### config.mk
export PLATFORM = sky130hd
export DESIGN_NAME = hextile_tile_decoder_flat
export DESIGN_NICKNAME = d
export VERILOG_FILES = /design/src/rtl/htd_pkg.sv /design/src/rtl/htd_if.sv /design/src/rtl/htd_front.sv /design/src/rtl/htd_back.sv /design/src/rtl/hextile_tile_decoder.sv /design/src/flat_wrapper.sv
export SDC_FILE = /design/constraint.sdc
export NUM_CORES = 1
export LEC_CHECK = 0
export ABC_AREA = 1
export BUFFER_PORTS_ARGS = -buffer_cell sky130_fd_sc_hd__clkbuf_2
export CAP_MARGIN = 5
export CORE_MARGIN = 4
export CORE_UTILIZATION = 40
export DETAILED_ROUTE_END_ITERATION = 10
export HOLD_SLACK_MARGIN = 0.02
export SYNTH_ARGS = -nofsm -noshare
export SYNTH_HDL_FRONTEND = slang
export SYNTH_HIERARCHICAL = 1
export SYNTH_SLANG_ARGS = --single-unit
### constraint.sdc
create_clock -name clock -period 6.4 [get_ports clock]
set_input_delay 1.28 -clock clock [delete_from_list [all_inputs] [get_ports clock]]
set_output_delay 1.28 -clock clock [all_outputs]
set_load 0.05 [all_outputs]
### src/rtl/htd_pkg.sv
// Shared types and constants of the hextile tile decoder.
package htd_pkg;

   localparam int TILE_SIZE = 16;

   typedef enum logic [1:0] {
      KIND_FILL     = 2'd0,
      KIND_TILE_END = 2'd1,
      KIND_BAD_XY   = 2'd2
   } kind_type;

   typedef enum logic [1:0] {
      CSR_RECT_WIDTH  = 2'd0,
      CSR_RECT_HEIGHT = 2'd1,
      CSR_PIXEL_SIZE  = 2'd2
   } csr_index_type;

   typedef enum logic [8:0] {
      PH_TYPE   = 9'b000000001,
      PH_RAW    = 9'b000000010,
      PH_BG     = 9'b000000100,
      PH_FG     = 9'b000001000,
      PH_COUNT  = 9'b000010000,
      PH_SUBCOL = 9'b000100000,
      PH_XY     = 9'b001000000,
      PH_WH     = 9'b010000000,
      PH_DONE   = 9'b100000000
   } phase_type;

   typedef struct packed {
      logic [1:0]  kind;
      logic [11:0] pos_x;
      logic [11:0] pos_y;
      logic [4:0]  fill_width;
      logic [4:0]  fill_height;
      logic [31:0] color;
      logic        tile_last;
      logic        rect_last;
   } result_type;

   typedef struct packed {
      logic [7:0] data_byte;
      logic       rect_start;
   } item_type;

endpackage

### src/rtl/htd_if.sv
// Valid/ready channel interfaces of the hextile tile decoder.
interface htd_req_if;
   logic       valid;
   logic       ready;
   logic [7:0] data_byte;
   logic       rect_start;
   modport source (output valid, data_byte, rect_start, input ready);
   modport sink (input valid, data_byte, rect_start, output ready);
endinterface

interface htd_rsp_if;
   logic        valid;
   logic        ready;
   logic [1:0]  kind;
   logic [11:0] pos_x;
   logic [11:0] pos_y;
   logic [4:0]  fill_width;
   logic [4:0]  fill_height;
   logic [31:0] color;
   logic        tile_last;
   logic        rect_last;
   modport source (output valid, kind, pos_x, pos_y, fill_width, fill_height, color,
                   tile_last, rect_last, input ready);
   modport sink (input valid, kind, pos_x, pos_y, fill_width, fill_height, color,
                 tile_last, rect_last, output ready);
endinterface

### src/rtl/htd_front.sv
// Input stage: registers accepted items into a two-entry queue.
module htd_front
   import htd_pkg::*;
(
   input  logic     clock,
   input  logic     reset,
   input  logic     in_valid,
   output logic     in_ready,
   input  item_type in_item,
   output logic     q_valid,
   input  logic     q_ready,
   output item_type q_item
);
   item_type   mem_ff [2];
   logic       wp_ff, wp_in, rp_ff, rp_in;
   logic [1:0] cnt_ff, cnt_in;
   logic       push, pop;

   assign in_ready = (cnt_ff != 2'd2);
   assign q_valid  = (cnt_ff != 2'd0);
   assign q_item   = mem_ff[rp_ff];
   assign push     = in_valid && in_ready;
   assign pop      = q_valid && q_ready;

   always_comb begin
      wp_in  = wp_ff ^ push;
      rp_in  = rp_ff ^ pop;
      cnt_in = cnt_ff + {1'b0, push} - {1'b0, pop};
   end

   always_ff @(posedge clock) begin
      if (reset) begin
         wp_ff  <= 1'b0;
         rp_ff  <= 1'b0;
         cnt_ff <= 2'd0;
      end else begin
         wp_ff  <= wp_in;
         rp_ff  <= rp_in;
         cnt_ff <= cnt_in;
      end
      if (push) begin
         mem_ff[wp_ff] <= in_item;
      end
   end
endmodule

### src/rtl/htd_back.sv
// Parser stage: walks tiles and produces fill, tile-end and error results.
module htd_back
   import htd_pkg::*;
#(
   parameter int MAX_RECT_DIM = 4096
) (
   input  logic       clock,
   input  logic       reset,
   input  logic [12:0] rect_width,
   input  logic [12:0] rect_height,
   input  logic [1:0] pixel_size_code,
   input  logic       q_valid,
   output logic       q_ready,
   input  item_type   q_item,
   output logic       out_valid,
   input  logic       out_ready,
   output result_type out_res
);
   localparam logic [16:0] MAXD = 17'(MAX_RECT_DIM);

   phase_type   phase_ff, phase_in;
   logic [11:0] tl_ff, tl_in, tt_ff, tt_in;
   logic [4:0]  flags_ff, flags_in;
   logic [31:0] bg_ff, bg_in, fg_ff, fg_in, acc_ff, acc_in;
   logic [7:0]  sub_ff, sub_in, posb_ff, posb_in;
   logic [1:0]  pbc_ff, pbc_in;
   logic [3:0]  rc_ff, rc_in, rr_ff, rr_in;
   logic        halt_ff, halt_in;
   logic        ov_ff, ov_in;
   result_type  res_ff, res_in;

   logic        take;
   logic [16:0] cw, ch;
   logic [4:0]  tw, th;
   logic [7:0]  b;
   logic [31:0] acc_n;
   logic [2:0]  pbc_n;
   logic        pix_done;
   logic [4:0]  sx, sy, sw, sh;

   function automatic logic [16:0] clamp(input logic [12:0] v, input logic [16:0] m);
      logic [16:0] r;
      r = (v == 13'd0) ? 17'd1 : {4'd0, v};
      if (r > m) r = m;
      return r;
   endfunction

   function automatic logic [4:0] extent(input logic [16:0] t, input logic [11:0] s);
      logic [16:0] d;
      d = t - {5'd0, s};
      if (t <= {5'd0, s}) return 5'd1;
      if (d > 17'd16) return 5'd16;
      return d[4:0];
   endfunction

   assign q_ready   = !ov_ff || out_ready;
   assign take      = q_valid && q_ready;
   assign out_valid = ov_ff;
   assign out_res   = res_ff;

   always_comb begin
      logic [16:0] nl, nt;
      logic        eot, rlast;
      cw = clamp(rect_width, MAXD);
      ch = clamp(rect_height, MAXD);
      phase_in = phase_ff; tl_in = tl_ff; tt_in = tt_ff; flags_in = flags_ff;
      bg_in = bg_ff; fg_in = fg_ff; acc_in = acc_ff; sub_in = sub_ff;
      posb_in = posb_ff; pbc_in = pbc_ff; rc_in = rc_ff; rr_in = rr_ff;
      halt_in = halt_ff;
      ov_in = ov_ff && !out_ready;
      res_in = res_ff;
      b = q_item.data_byte;
      eot = 1'b0;
      rlast = 1'b0;
      nl = '0; nt = '0;
      if (take && q_item.rect_start) begin
         tl_in = '0; tt_in = '0; bg_in = '0; fg_in = '0;
         phase_in = PH_TYPE; halt_in = 1'b0; acc_in = '0; pbc_in = '0;
      end
      tw = extent(cw, tl_in);
      th = extent(ch, tt_in);
      acc_n = acc_in | ({24'd0, b} << {pbc_in, 3'b000});
      pbc_n = {1'b0, pbc_in} + 3'd1;
      case (pixel_size_code)
         2'd0:    pix_done = 1'b1;
         2'd1:    pix_done = (pbc_n >= 3'd2);
         default: pix_done = (pbc_n >= 3'd4);
      endcase
      sx = {1'b0, posb_ff[7:4]};
      sy = {1'b0, posb_ff[3:0]};
      sw = {1'b0, b[7:4]} + 5'd1;
      sh = {1'b0, b[3:0]} + 5'd1;
      if (take && !halt_in && phase_in != PH_DONE) begin
         res_in = '{kind: KIND_FILL, pos_x: tl_in, pos_y: tt_in, fill_width: tw,
                    fill_height: th, color: bg_in, tile_last: 1'b0, rect_last: 1'b0};
         case (phase_in)
            PH_TYPE: begin
               flags_in = b[4:0]; acc_in = '0; pbc_in = '0;
               if (b[0]) begin
                  phase_in = PH_RAW; rc_in = '0; rr_in = '0;
               end else if (b[1]) begin
                  phase_in = PH_BG;
               end else begin
                  ov_in = 1'b1;
                  if (b[2]) phase_in = PH_FG;
                  else if (b[3]) phase_in = PH_COUNT;
                  else eot = 1'b1;
               end
            end
            PH_RAW: begin
               if (pix_done) begin
                  acc_in = '0; pbc_in = '0; ov_in = 1'b1;
                  res_in.pos_x = tl_in + {8'd0, rc_ff};
                  res_in.pos_y = tt_in + {8'd0, rr_ff};
                  res_in.fill_width = 5'd1; res_in.fill_height = 5'd1;
                  res_in.color = acc_n;
                  if ({1'b0, rc_ff} + 5'd1 < tw) begin
                     rc_in = rc_ff + 4'd1;
                  end else if ({1'b0, rr_ff} + 5'd1 < th) begin
                     rc_in = '0; rr_in = rr_ff + 4'd1;
                  end else begin
                     rc_in = '0; rr_in = '0; eot = 1'b1;
                  end
               end else begin
                  acc_in = acc_n; pbc_in = pbc_n[1:0];
               end
            end
            PH_BG: begin
               if (pix_done) begin
                  bg_in = acc_n; res_in.color = acc_n; ov_in = 1'b1;
                  acc_in = '0; pbc_in = '0;
                  if (flags_ff[2]) phase_in = PH_FG;
                  else if (flags_ff[3]) phase_in = PH_COUNT;
                  else eot = 1'b1;
               end else begin
                  acc_in = acc_n; pbc_in = pbc_n[1:0];
               end
            end
            PH_FG: begin
               if (pix_done) begin
                  fg_in = acc_n; acc_in = '0; pbc_in = '0;
                  if (flags_ff[3]) begin
                     phase_in = PH_COUNT;
                  end else begin
                     ov_in = 1'b1; eot = 1'b1;
                     res_in.kind = KIND_TILE_END; res_in.fill_width = '0;
                     res_in.fill_height = '0; res_in.color = '0;
                  end
               end else begin
                  acc_in = acc_n; pbc_in = pbc_n[1:0];
               end
            end
            PH_COUNT: begin
               sub_in = b;
               if (b == 8'd0) begin
                  ov_in = 1'b1; eot = 1'b1;
                  res_in.kind = KIND_TILE_END; res_in.fill_width = '0;
                  res_in.fill_height = '0; res_in.color = '0;
               end else if (flags_ff[4]) begin
                  phase_in = PH_SUBCOL; acc_in = '0; pbc_in = '0;
               end else begin
                  phase_in = PH_XY;
               end
            end
            PH_SUBCOL: begin
               if (pix_done) begin
                  fg_in = acc_n; acc_in = '0; pbc_in = '0; phase_in = PH_XY;
               end else begin
                  acc_in = acc_n; pbc_in = pbc_n[1:0];
               end
            end
            PH_XY: begin
               posb_in = b; phase_in = PH_WH;
            end
            PH_WH: begin
               ov_in = 1'b1;
               if ({1'b0, sx} + {1'b0, sw} > {1'b0, tw} ||
                   {1'b0, sy} + {1'b0, sh} > {1'b0, th}) begin
                  halt_in = 1'b1;
                  res_in.kind = KIND_BAD_XY; res_in.fill_width = '0;
                  res_in.fill_height = '0; res_in.color = '0;
               end else begin
                  sub_in = sub_ff - 8'd1;
                  res_in.pos_x = tl_in + {7'd0, sx};
                  res_in.pos_y = tt_in + {7'd0, sy};
                  res_in.fill_width = sw; res_in.fill_height = sh;
                  res_in.color = fg_in;
                  if (sub_ff == 8'd1) begin
                     eot = 1'b1;
                  end else if (flags_ff[4]) begin
                     phase_in = PH_SUBCOL; acc_in = '0; pbc_in = '0;
                  end else begin
                     phase_in = PH_XY;
                  end
               end
            end
            default: ;
         endcase
         if (eot) begin
            nl = {5'd0, tl_in} + 17'd16;
            phase_in = PH_TYPE;
            if (nl >= cw) begin
               tl_in = '0;
               nt = {5'd0, tt_in} + 17'd16;
               tt_in = nt[11:0];
               if (nt >= ch) begin
                  phase_in = PH_DONE; rlast = 1'b1;
               end
            end else begin
               tl_in = nl[11:0];
            end
            res_in.tile_last = 1'b1;
            res_in.rect_last = rlast;
         end
      end
   end

   always_ff @(posedge clock) begin
      if (reset) begin
         phase_ff <= PH_TYPE; tl_ff <= '0; tt_ff <= '0; flags_ff <= '0;
         bg_ff <= '0; fg_ff <= '0; acc_ff <= '0; sub_ff <= '0; posb_ff <= '0;
         pbc_ff <= '0; rc_ff <= '0; rr_ff <= '0; halt_ff <= 1'b0; ov_ff <= 1'b0;
      end else begin
         phase_ff <= phase_in; tl_ff <= tl_in; tt_ff <= tt_in; flags_ff <= flags_in;
         bg_ff <= bg_in; fg_ff <= fg_in; acc_ff <= acc_in; sub_ff <= sub_in;
         posb_ff <= posb_in; pbc_ff <= pbc_in; rc_ff <= rc_in; rr_ff <= rr_in;
         halt_ff <= halt_in; ov_ff <= ov_in;
      end
      res_ff <= res_in;
   end
endmodule

### src/rtl/hextile_tile_decoder.sv
// Top level of the hextile tile decoder: register port, input queue and parser.
// The decoder takes one stream byte per clock unless results back up, and gives
// at most one result per byte; an item is held in the two-entry input queue and
// its result registered by the parser, whose single-step state update sets this rate.
// The user must write registers over the APB-style port while idle; not enforced.
module hextile_tile_decoder
   import htd_pkg::*;
#(
   parameter int MAX_RECT_DIM = 4096
) (
   input  logic        clock,
   input  logic        reset,
   htd_req_if.sink     req,
   htd_rsp_if.source   rsp,
   input  logic        csr_psel,
   input  logic        csr_penable,
   input  logic        csr_pwrite,
   input  logic [3:0]  csr_paddr,
   input  logic [31:0] csr_pwdata,
   output logic [31:0] csr_prdata,
   output logic        csr_pready
);
   logic [12:0] width_ff, height_ff;
   logic [1:0]  psize_ff;
   logic        q_valid, q_ready, wr;
   item_type    in_item, q_item;
   result_type  res;
   csr_index_type idx;

   assign csr_pready = 1'b1;
   assign idx = csr_index_type'(csr_paddr[3:2]);
   assign wr  = csr_psel && csr_penable && csr_pwrite && csr_pready;

   always_comb begin
      case (idx)
         CSR_RECT_WIDTH:  csr_prdata = {19'd0, width_ff};
         CSR_RECT_HEIGHT: csr_prdata = {19'd0, height_ff};
         CSR_PIXEL_SIZE:  csr_prdata = {30'd0, psize_ff};
         default:         csr_prdata = '0;
      endcase
   end

   always_ff @(posedge clock) begin
      if (reset) begin
         width_ff  <= 13'd16;
         height_ff <= 13'd16;
         psize_ff  <= 2'd2;
      end else if (wr) begin
         case (idx)
            CSR_RECT_WIDTH:  width_ff  <= csr_pwdata[12:0];
            CSR_RECT_HEIGHT: height_ff <= csr_pwdata[12:0];
            CSR_PIXEL_SIZE:  psize_ff  <= csr_pwdata[1:0];
            default: ;
         endcase
      end
   end

   assign in_item = '{data_byte: req.data_byte, rect_start: req.rect_start};

   htd_front u_front (
      .clock, .reset,
      .in_valid(req.valid), .in_ready(req.ready), .in_item,
      .q_valid, .q_ready, .q_item
   );

   htd_back #(.MAX_RECT_DIM(MAX_RECT_DIM)) u_back (
      .clock, .reset,
      .rect_width(width_ff), .rect_height(height_ff), .pixel_size_code(psize_ff),
      .q_valid, .q_ready, .q_item,
      .out_valid(rsp.valid), .out_ready(rsp.ready), .out_res(res)
   );

   assign rsp.kind        = res.kind;
   assign rsp.pos_x       = res.pos_x;
   assign rsp.pos_y       = res.pos_y;
   assign rsp.fill_width  = res.fill_width;
   assign rsp.fill_height = res.fill_height;
   assign rsp.color       = res.color;
   assign rsp.tile_last   = res.tile_last;
   assign rsp.rect_last   = res.rect_last;
endmodule

### src/flat_wrapper.sv
// flat-port wrapper written by rule: the top's interface ports become plain ports
module hextile_tile_decoder_flat import htd_pkg::*;
#(
   parameter int MAX_RECT_DIM = 4096
)
  (clock, reset, csr_psel, csr_penable, csr_pwrite, csr_paddr, csr_pwdata, csr_prdata, csr_pready, req_valid, req_data_byte, req_rect_start, req_ready, rsp_valid, rsp_kind, rsp_pos_x, rsp_pos_y, rsp_fill_width, rsp_fill_height, rsp_color, rsp_tile_last, rsp_rect_last, rsp_ready);
  htd_req_if req_i ();
  htd_rsp_if rsp_i ();
  input  logic clock;
  input  logic reset;
  input  logic csr_psel;
  input  logic csr_penable;
  input  logic csr_pwrite;
  input  logic [3:0] csr_paddr;
  input  logic [31:0] csr_pwdata;
  output logic [31:0] csr_prdata;
  output logic csr_pready;
  input wire logic [$bits(req_i.valid)-1:0] req_valid;
  input wire logic [$bits(req_i.data_byte)-1:0] req_data_byte;
  input wire logic [$bits(req_i.rect_start)-1:0] req_rect_start;
  output wire logic [$bits(req_i.ready)-1:0] req_ready;
  output wire logic [$bits(rsp_i.valid)-1:0] rsp_valid;
  output wire logic [$bits(rsp_i.kind)-1:0] rsp_kind;
  output wire logic [$bits(rsp_i.pos_x)-1:0] rsp_pos_x;
  output wire logic [$bits(rsp_i.pos_y)-1:0] rsp_pos_y;
  output wire logic [$bits(rsp_i.fill_width)-1:0] rsp_fill_width;
  output wire logic [$bits(rsp_i.fill_height)-1:0] rsp_fill_height;
  output wire logic [$bits(rsp_i.color)-1:0] rsp_color;
  output wire logic [$bits(rsp_i.tile_last)-1:0] rsp_tile_last;
  output wire logic [$bits(rsp_i.rect_last)-1:0] rsp_rect_last;
  input wire logic [$bits(rsp_i.ready)-1:0] rsp_ready;
  assign req_i.valid = req_valid;
  assign req_i.data_byte = req_data_byte;
  assign req_i.rect_start = req_rect_start;
  assign req_ready = req_i.ready;
  assign rsp_valid = rsp_i.valid;
  assign rsp_kind = rsp_i.kind;
  assign rsp_pos_x = rsp_i.pos_x;
  assign rsp_pos_y = rsp_i.pos_y;
  assign rsp_fill_width = rsp_i.fill_width;
  assign rsp_fill_height = rsp_i.fill_height;
  assign rsp_color = rsp_i.color;
  assign rsp_tile_last = rsp_i.tile_last;
  assign rsp_rect_last = rsp_i.rect_last;
  assign rsp_i.ready = rsp_ready;
  hextile_tile_decoder #(.MAX_RECT_DIM(MAX_RECT_DIM)) u_core (.clock(clock), .reset(reset), .req(req_i), .rsp(rsp_i), .csr_psel(csr_psel), .csr_penable(csr_penable), .csr_pwrite(csr_pwrite), .csr_paddr(csr_paddr), .csr_pwdata(csr_pwdata), .csr_prdata(csr_prdata), .csr_pready(csr_pready));
endmodule
==> impl_metrics.tcl, run 1 <==
set metrics [dict create \
    outcome "complete, no violations" \
    initial_core_util 0.405 \
    antenna_found_initial 1 \
    min_from "u_core/u_back/posb_ff[0]" \
    path_class "reg2reg" \
    dp.cells 3468 \
    highest_layer "met5" \
    ys_top_cells_by_area "dfxtp_1, edfxtp_1, nand2_1, inv_1, o21ai_0" \
    setup_viol 0 \
    ant_nets 0 \
    drive_gt1_frac 0.138 \
    endpoint_kind "register" \
    drc_errors 0 \
    fin_util 0.469 \
    drv_cap 0 \
    nNetsFinal 3050 \
    synthFlopType "dfxtp_1" \
    path_common_cell "nand2_1" \
    critical_path.startpoint_type "register" \
    worstPathRequired_ns 6.89 \
    area_delta_synth_final_pct 15.9 \
    hold_path_end "u_core/u_back/posb_ff[0]" \
    finClkSkew_ns 0.0332 \
    rr_startpoint "u_core/height_ff[8]" \
    dr.pass1.iters 5 \
    wirelength_met1_um 28300 \
    viasPerCell 5.35 \
    synth_cell_types 63 \
    htree_num_levels 2 \
    reg2regPathDepth 40 \
    synth_common_cells "nand2_1, inv_1, nor2_1" \
    n_antenna_cell 0 \
    synth_top_cell_area_share 0.204 \
    ys_async_sr_fraction 0 \
    wire_per_inst_um 17.4 \
    synth-seq-cells 280 \
    fmax_ghz 0.167 \
    syn_inst 2739 \
    final-hold-violation-count 0 \
    grt_max_degree 102 \
    clk_latency_ns 0.57 \
    overflow 0 \
    multi_input_area_um2 10400 \
    hpwl_um 44200 \
    synth_edf_count 88 \
    vdd_ir_drop_max_mv 0.304 \
    dieArea_um2 50600 \
    p_leak_nw 10.8 \
    nFillCells 4730 \
    r2r_slack_ns 0.41 \
    cts-root-buf "clkbuf_16" \
    vias 18900 \
    cts.sinks 280 \
    period_share 0.935 \
    cp.arrival_ns 6.47 \
    seqCellArea_um2 6490 \
    dr_wl_met2_um 27300 \
    wl_met3_um 4260 \
    hold_class "reg2reg" \
    drt_iter0_markers 1544 \
    core_area_um2 46600 \
    cts_buffers 35 \
    yosys.cell_count.top_type "nand2_1" \
    clock_path_buffers 3 \
    dp_worst_setup_slack_ns -0.346 \
    die_w_um 225 \
    p_total_w 0.00941 \
    ys_warn_count 6 \
    pin_count 157 \
    grt_pass1_vias 17500 \
    synth_top_cell_by_area "dfxtp_1" \
    avgSynthCellArea_um2 6.88 \
    holdBufCountCts 0 \
    fin_ws_ns 0.414 \
    track_usage 0.234 \
    yosysSeqAreaShare 0.344 \
    drv_slew 0 \
    final_cells 3537 \
    portBuffers 115 \
    cts_tree "yes" \
    place.gp.congestion 0.943 \
    period_needed_ns 5.99 \
    cts.clk_slew.worst_paths_ns 0.06 \
    syn_area_um2 18800 \
    crit_slowest_cell "dfxtp_1" \
    rows 79 \
    routed_wl_um 61400 \
    tightest_slew_ns 1.13 \
    p_per_area_nw_per_um2 431 \
    slew-limit-headroom 0.245 \
    grt_pass1_wl_um 95800 \
    path_max_fanout 12 \
    cpPeakStageDelay_ns 0.40 \
    worstHoldPathCells 2 \
    die_h_um 225 \
    r2r_end "u_core/u_back/tl_ff[6]" \
]
-- final cells by class --
type	instances	area share
Multi-Input combinational cell	1972	0.476
Sequential cell	280	0.297
Timing Repair Buffer	241	0.0737
Inverter	373	0.0643
Clock buffer	40	0.0410
Tap cell	607	0.0348
Clock inverter	24	0.0135
-- where the power goes --
group / total [W] / leakage (nW) / switching, W / internal (W)
clock: 0.00206 / 0.578 / 0.000830 / 0.00122
combinational: 0.00490 / 7.83 / 0.00349 / 0.00141
sequential: 0.00245 / 2.42 / 0.000162 / 0.00229
total: 0.00941 / 10.8 / 0.00449 / 0.00492
-- logic make-up after synthesis --
family          synth area share
flops                      0.344
xor+xnor                  0.0181
buf+inv                    0.110
other cells             0.000399
simple gates               0.284
compound gates             0.176
fa+ha+maj                 0.0663
-- worst max path at each step --
stage	from	end	slack, ns	depth (start not counted)
final	u_core/height_ff[8]	u_core/u_back/tl_ff[6]	0.41	40
after floorplan	rsp_ready	u_core/u_back/out_res[58]	0.10	41
after global routing	u_core/height_ff[8]	u_core/u_back/tl_ff[6]	-0.02	41
after detailed placement	rsp_ready	u_core/u_back/out_res[64]	-0.35	35
after global placement	rsp_ready	u_core/u_back/out_res[64]	-0.34	30
after CTS	u_core/height_ff[8]	u_core/u_back/out_res[64]	0.14	37
-- placed cells by master (no fill, tap or decap), drive strengths merged, types with 8 or more instances in the layout --
| cell type | instances |
|---|---|
| nand2 | 719 |
| clkbuf | 155 |
| a31oi | 14 |
| nor4 | 9 |
| edfxtp | 88 |
| o211ai | 12 |
| a22o | 11 |
| nand4 | 22 |
| nand3 | 166 |
| a21oi | 215 |
| o22ai | 10 |
| o21ai | 231 |
| nor3 | 37 |
| nor2 | 271 |
| a211oi | 10 |
| buf | 126 |
| clkinv | 18 |
| dfxtp | 192 |
| inv | 371 |
| xnor2 | 13 |
| o221ai | 23 |
| ha | 87 |
| fa | 8 |
| a22oi | 18 |
| xor2 | 26 |
| conb | 20 |
-- state kept, by name (all words and copies together), names as in the netlist --
name and flops:
u_core/u_back/out_res 70, u_core/u_back/acc_ff 32, u_core/u_back/bg_ff 32, u_core/u_back/fg_ff 32, u_core/u_front/mem_ff 18, u_core/height_ff 13
u_core/width_ff 13, u_core/u_back/tl_ff 12, u_core/u_back/tt_ff 12, u_core/u_back/phase_ff 9, u_core/u_back/posb_ff 8, u_core/u_back/sub_ff 8
u_core/u_back/rc_ff 4, u_core/u_back/rr_ff 4, u_core/u_back/flags_ff 3, u_core/psize_ff 2, u_core/u_back/pbc_ff 2, u_core/u_front/cnt_ff 2
u_core/u_back/halt_ff 1, u_core/u_back/out_valid 1, u_core/u_front/rp_ff 1, u_core/u_front/wp_ff 1
-- what timing repair did --
action | 4_1_cts | 5_1_grt
setup endpoints to repair | 0 | 30
endpoints found under the hold margin | 0 | 0
setup buffers | 0 | 5
gates resized for setup | 0 | 3
-- worst max-delay path: cells and delay by family, from the launching register on --
kind / cells / cell delay, ns
and+or+nand+nor: 28 / 3.78
adders and majority gates: 2 / 0.63
buffers and inverters: 6 / 0.57
DFF: 1 / 0.40
AOI/OAI and AO/OA: 3 / 0.33
xor gates and xnor gates: 1 / 0.18
-- through the flow --
| step | hold slack [ns] | instance area (um^2) | setup TNS (ns) |
|---|---|---|---|
| after floorplan | 0.444 | 18900 | 0 |
| after global placement | 0.462 | 20600 | -1.99 |
| after detailed placement | 0.477 | 20600 | -2.37 |
| after CTS | 0.485 | 21800 | 0 |
| after global routing | 0.519 | 21800 | -0.0258 |
| final | 0.482 | 21800 | 0 |
-- layer usage --
layer,vias up,global-route usage
met2,657,0.368
met5,-,0
met3,96,0.0349
met1,8831,0.336
met4,2,0.0684
li1,9328,-
No activity file was read; power rests on OpenSTA's default activity.
==> run 2, diff against run 1 <==
RECOVER_POWER = 50   (was not set)
==> impl_metrics.tcl, run 2 (synthesis results as in run 1) <==
set metrics [dict create \
    slew-limit-headroom -0.0723 \
    cts.sinks 280 \
    cts-root-buf "clkbuf_16" \
    portBuffers 115 \
    power.share.clock 0.220 \
    cts_buffers 35 \
    place.gp.congestion 0.943 \
    nNetsFinal 3050 \
    setup_viol 0 \
    antenna_found_initial 1 \
    highest_layer "met5" \
    path_buf_inv 6 \
    hpwl_um 44200 \
    vias 18900 \
    layout_common_cells "nand2_1, inv_1, nor2_1" \
    final_common_cell "nand2_1" \
    hold_class "reg2reg" \
    final_cells 3537 \
    cts_tree "yes" \
    grt_pass1_wl_um 95800 \
    core_area_um2 46600 \
    final_area_um2 21700 \
    drv_cap 2 \
    nFillCells 4777 \
    outcome "finished with violations" \
    tightest_slew_ns 1.60 \
    crit_slowest_cell "dfxtp_1" \
    combPwrFrac 0.517 \
    ant_nets 0 \
    dieArea_um2 50600 \
    path_delay_family "simple AND/OR/NAND/NOR gates" \
    p_per_area_nw_per_um2 431 \
    r2r_slack_ns 0.39 \
    endpoint_kind "register" \
    pin_count 157 \
    swShare 0.479 \
    wire_per_inst_um 17.4 \
    cpPeakStageDelay_ns 0.41 \
    worstHoldPathCells 2 \
    drt_iter0_markers 1548 \
    n_antenna_cell 0 \
    dr.pass1.iters 6 \
    wl_met3_um 4130 \
    period_needed_ns 6.01 \
    dr_wl_met2_um 27300 \
    path_max_fanout 12 \
    post_dp_cell_area_um2 20600 \
    power.switching_w 0.00448 \
    grt_pass1_vias 17500 \
    drive_gt1_frac 0.104 \
    die_h_um 225 \
    die_w_um 225 \
    path_class "reg2reg" \
    p_int_w 0.00487 \
    reg2regPathDepth 40 \
    clk_latency_ns 0.57 \
    fmax_ghz 0.166 \
    cp.arrival_ns 6.49 \
    p_leak_nw 10.5 \
    overflow 0 \
    hold_path_end "u_core/u_back/posb_ff[0]" \
    r2r_end "u_core/u_back/tl_ff[6]" \
    viasPerCell 5.34 \
    p_total_w 0.00935 \
    setup_tns_ns 0 \
    wirelength_met1_um 28400 \
    htree_num_levels 2 \
    finClkSkew_ns 0.0321 \
    rr_startpoint "u_core/height_ff[8]" \
    largest_reg_flops 70 \
    seqPwrFrac 0.263 \
    drv_slew 26 \
    drc_errors 0 \
    grt_max_degree 102 \
    dp.cells 3468 \
    fin_util 0.466 \
    cts.clk_slew.worst_paths_ns 0.06 \
    path_common_cell "nand2_1" \
    rows 79 \
    clock_path_buffers 3 \
    routed_wl_um 61400 \
    min_from "u_core/u_back/posb_ff[0]" \
    period_share 0.939 \
    track_usage 0.234 \
    critical_path.startpoint_type "register" \
    violations "max-capacitance violations, max-slew violations" \
    area_delta_synth_final_pct 15.1 \
    initial_core_util 0.405 \
    final-hold-violation-count 0 \
    worstPathRequired_ns 6.89 \
    vdd_ir_drop_max_mv 0.288 \
    holdBufCountCts 0 \
]
[run 2: final cells by class]
| class | instances | area (um^2) | area share |
|---|---|---|---|
| flip-flops and latches | 280 | 6490 | 0.299 |
| multi-input cells | 1972 | 10400 | 0.478 |
| clock inverters | 24 | 295 | 0.0136 |
| repair buffers | 241 | 1490 | 0.0687 |
| inverters | 373 | 1400 | 0.0647 |
| clock buffers | 40 | 895 | 0.0413 |
| well taps | 607 | 759 | 0.0350 |
[run 2: routing by layer]
layer | global-route usage | vias up
met5 | 0 | -
met4 | 0.0684 | 2
met3 | 0.0349 | 100
met2 | 0.368 | 627
met1 | 0.336 | 8845
li1 | - | 9329
[run 2: worst register-to-register path: cells and delay by family (launching register included)]
kind	cells	cell delay, ns
adders and majority gates	2	0.63
AOI/OAI and AO/OA	3	0.32
DFF	1	0.41
xor gates and xnor gates	1	0.18
buffers and inverters	6	0.58
and+or+nand+nor	28	3.82
[run 2: through the flow]
stage / hold WS, ns / setup WS (ns)
6_report: 0.483 / 0.393
2_1_floorplan: 0.444 / 0.101
5_1_grt: 0.519 / -0.0158
3_5_place_dp: 0.477 / -0.346
3_3_place_gp: 0.462 / -0.339
4_1_cts: 0.485 / 0.140
[run 2: worst max path at each step]
stage | startpoint | end | cells after the start
CTS | u_core/height_ff[8] | u_core/u_back/out_res[64] | 37
floorplan | rsp_ready | u_core/u_back/out_res[58] | 41
global placement | rsp_ready | u_core/u_back/out_res[64] | 30
finish | u_core/height_ff[8] | u_core/u_back/tl_ff[6] | 40
detailed placement | rsp_ready | u_core/u_back/out_res[64] | 35
global route | u_core/height_ff[8] | u_core/u_back/tl_ff[6] | 41
[run 2: power by group through the flow]
stage                     combinational [W]  clock (W)  sequential (W)
after floorplan                     0.00262          0         0.00315
after CTS                           0.00474    0.00211         0.00246
final                               0.00484    0.00206         0.00246
after detailed placement            0.00472          0         0.00249
after global placement              0.00466          0         0.00248
after global routing                0.00527    0.00218         0.00250
[run 2: timing repair]
item / in CTS / in global routing
endpoints found under the setup margin: 0 / 30
gates resized for setup: 0 / 3
buffers inserted: 0 / 5
==> run 3, diff against run 2 <==
MAX_ROUTING_LAYER = met4   (was not set)
==> impl_metrics.tcl, run 3 (synthesis results as in run 1) <==
set metrics [dict create \
    initial_core_util 0.405 \
    slew-limit-headroom -1.33 \
    clk_latency_ns 0.55 \
    crit_slowest_cell "clkinvlp_2" \
    dp_worst_setup_slack_ns -0.308 \
    fmax_ghz 0.169 \
    drc_errors 0 \
    antenna_found_initial 1 \
    area_delta_synth_final_pct 14.4 \
    fin_ws_ns 0.468 \
    grt_pass1_vias 17500 \
    final-hold-violation-count 0 \
    outcome "finished with violations" \
    reg2regPathDepth 34 \
    period_needed_ns 5.93 \
    grt_max_degree 77 \
    dieArea_um2 50600 \
    path_class "in2reg" \
    post_dp_cell_area_um2 20500 \
    r2r_slack_ns 0.49 \
    cts.clk_slew.worst_paths_ns 0.05 \
    seqPwrFrac 0.266 \
    fin_util 0.463 \
    vdd_ir_drop_max_mv 0.302 \
    hold_class "reg2reg" \
    path_max_fanout 58 \
    critical_path.startpoint_type "input port" \
    cts_resized 0 \
    p_leak_nw 10.5 \
    drv_cap 2 \
    cts_tree "yes" \
    cts.sinks 280 \
    path_buf_inv 7 \
    final_area_um2 21600 \
    wire_per_inst_um 17.6 \
    cts_buffers 36 \
    overflow 0 \
    swShare 0.486 \
    drt_iter0_markers 1837 \
    cp.arrival_ns 6.15 \
    violations "max-capacitance violations, max-slew violations" \
    hold_ws_ns 0.489 \
    cts-root-buf "clkbuf_16" \
    grt_pass1_wl_um 95900 \
    die_w_um 225 \
    portBuffers 115 \
    cp.depth 14 \
    endpoint_kind "register" \
    power.switching_w 0.00448 \
    power.share.clock 0.224 \
    worstHoldPathCells 2 \
    crit_chain "clkbuf_2 -> inv_1 -> nand2_4 -> nand3_4 -> buf_4 -> nand2_1 -> nor2_1 -> inv_1 -> nor2_1 -> nand3_1 -> nand2_1 -> clkinvlp_2 -> clkbuf_2 -> clkbuf_4" \
    path_delay_family "buffers and inverters" \
    layout_common_cells "nand2_1, inv_1, nor2_1" \
    viasPerCell 5.36 \
    rsz0062_at_grt "false" \
    worstPathRequired_ns 6.62 \
    combPwrFrac 0.510 \
    place.gp.congestion 0.918 \
    largest_reg_flops 70 \
    nNetsFinal 3037 \
    track_usage 0.243 \
    die_h_um 225 \
    core_area_um2 46600 \
    rows 79 \
    holdBufCountCts 0 \
    dr.pass1.iters 6 \
    htree_num_levels 2 \
    final_common_cell "nand2_1" \
    hpwl_um 44800 \
    clock_path_buffers 3 \
    drv_slew 88 \
    setup_tns_ns 0 \
    postCtsSetupBuffers 0 \
    period_share 0.927 \
    ant_nets 0 \
    routed_wl_um 62100 \
    cpPeakStageDelay_ns 1.10 \
    p_int_w 0.00474 \
    finClkSkew_ns 0.0199 \
    vias 18900 \
    tightest_slew_ns 3.50 \
    drive_gt1_frac 0.0997 \
    p_per_area_nw_per_um2 428 \
    setup_viol 0 \
    pin_count 157 \
]
-- run 3: changes by cell type in the layout (fill, tap and decap cells not counted), moves of 3 or more --
| cell | previous run | this run |
|---|---|---|
| inv_6 | 0 | 3 |
| clkbuf_1 | 96 | 99 |
| buf_4 | 117 | 102 |
| clkbuf_16 | 35 | 38 |
-- run 3: cell type report --
class,count,area (um^2)
antenna,1,2.50
clock buffer,44,983
clock inverter,22,214
fill,4758,25000
inverter,373,1400
multi-input combinational,1972,10400
sequential,280,6490
tap,607,759
timing repair buffer,227,1350
-- run 3: final timing paths --
path                                               start                        end
worst max-delay path                           rsp_ready  u_core/u_back/out_res[61]
worst min-delay path            u_core/u_back/posb_ff[0]   u_core/u_back/posb_ff[0]
worst max register to register        u_core/width_ff[6]     u_core/u_back/tt_ff[5]
worst min register to register  u_core/u_back/posb_ff[0]   u_core/u_back/posb_ff[0]
-- run 3: stage by stage --
step | std cells | total power, W
floorplan | 2757 | 0.00578
global placement | 3459 | 0.00710
detailed placement | 3459 | 0.00717
CTS | 3525 | 0.00926
global route | 3526 | 0.00979
finish | 3526 | 0.00922
-- run 3: tightest hold or removal path, stage by stage, from the launching register on --
cell     delay, ns
dfxtp_1       0.33
inv_1         0.06
a21oi_1       0.05
-- run 3: power by group through the flow --
stage / clock network, W / registers [W] / logic, W
global placement: 0 / 0.00248 / 0.00462
floorplan: 0 / 0.00315 / 0.00262
detailed placement: 0 / 0.00249 / 0.00468
global route: 0.00219 / 0.00249 / 0.00512
finish: 0.00206 / 0.00246 / 0.00470
CTS: 0.00211 / 0.00246 / 0.00470
-- run 3: per-layer routing --
metal	up-vias	GRT usage	share of wire
met5	-	-	0
met4	0	0.0530	0.017
met3	80	0.0387	0.067
met2	624	0.377	0.45
met1	8917	0.336	0.46
li1	9280	-	-
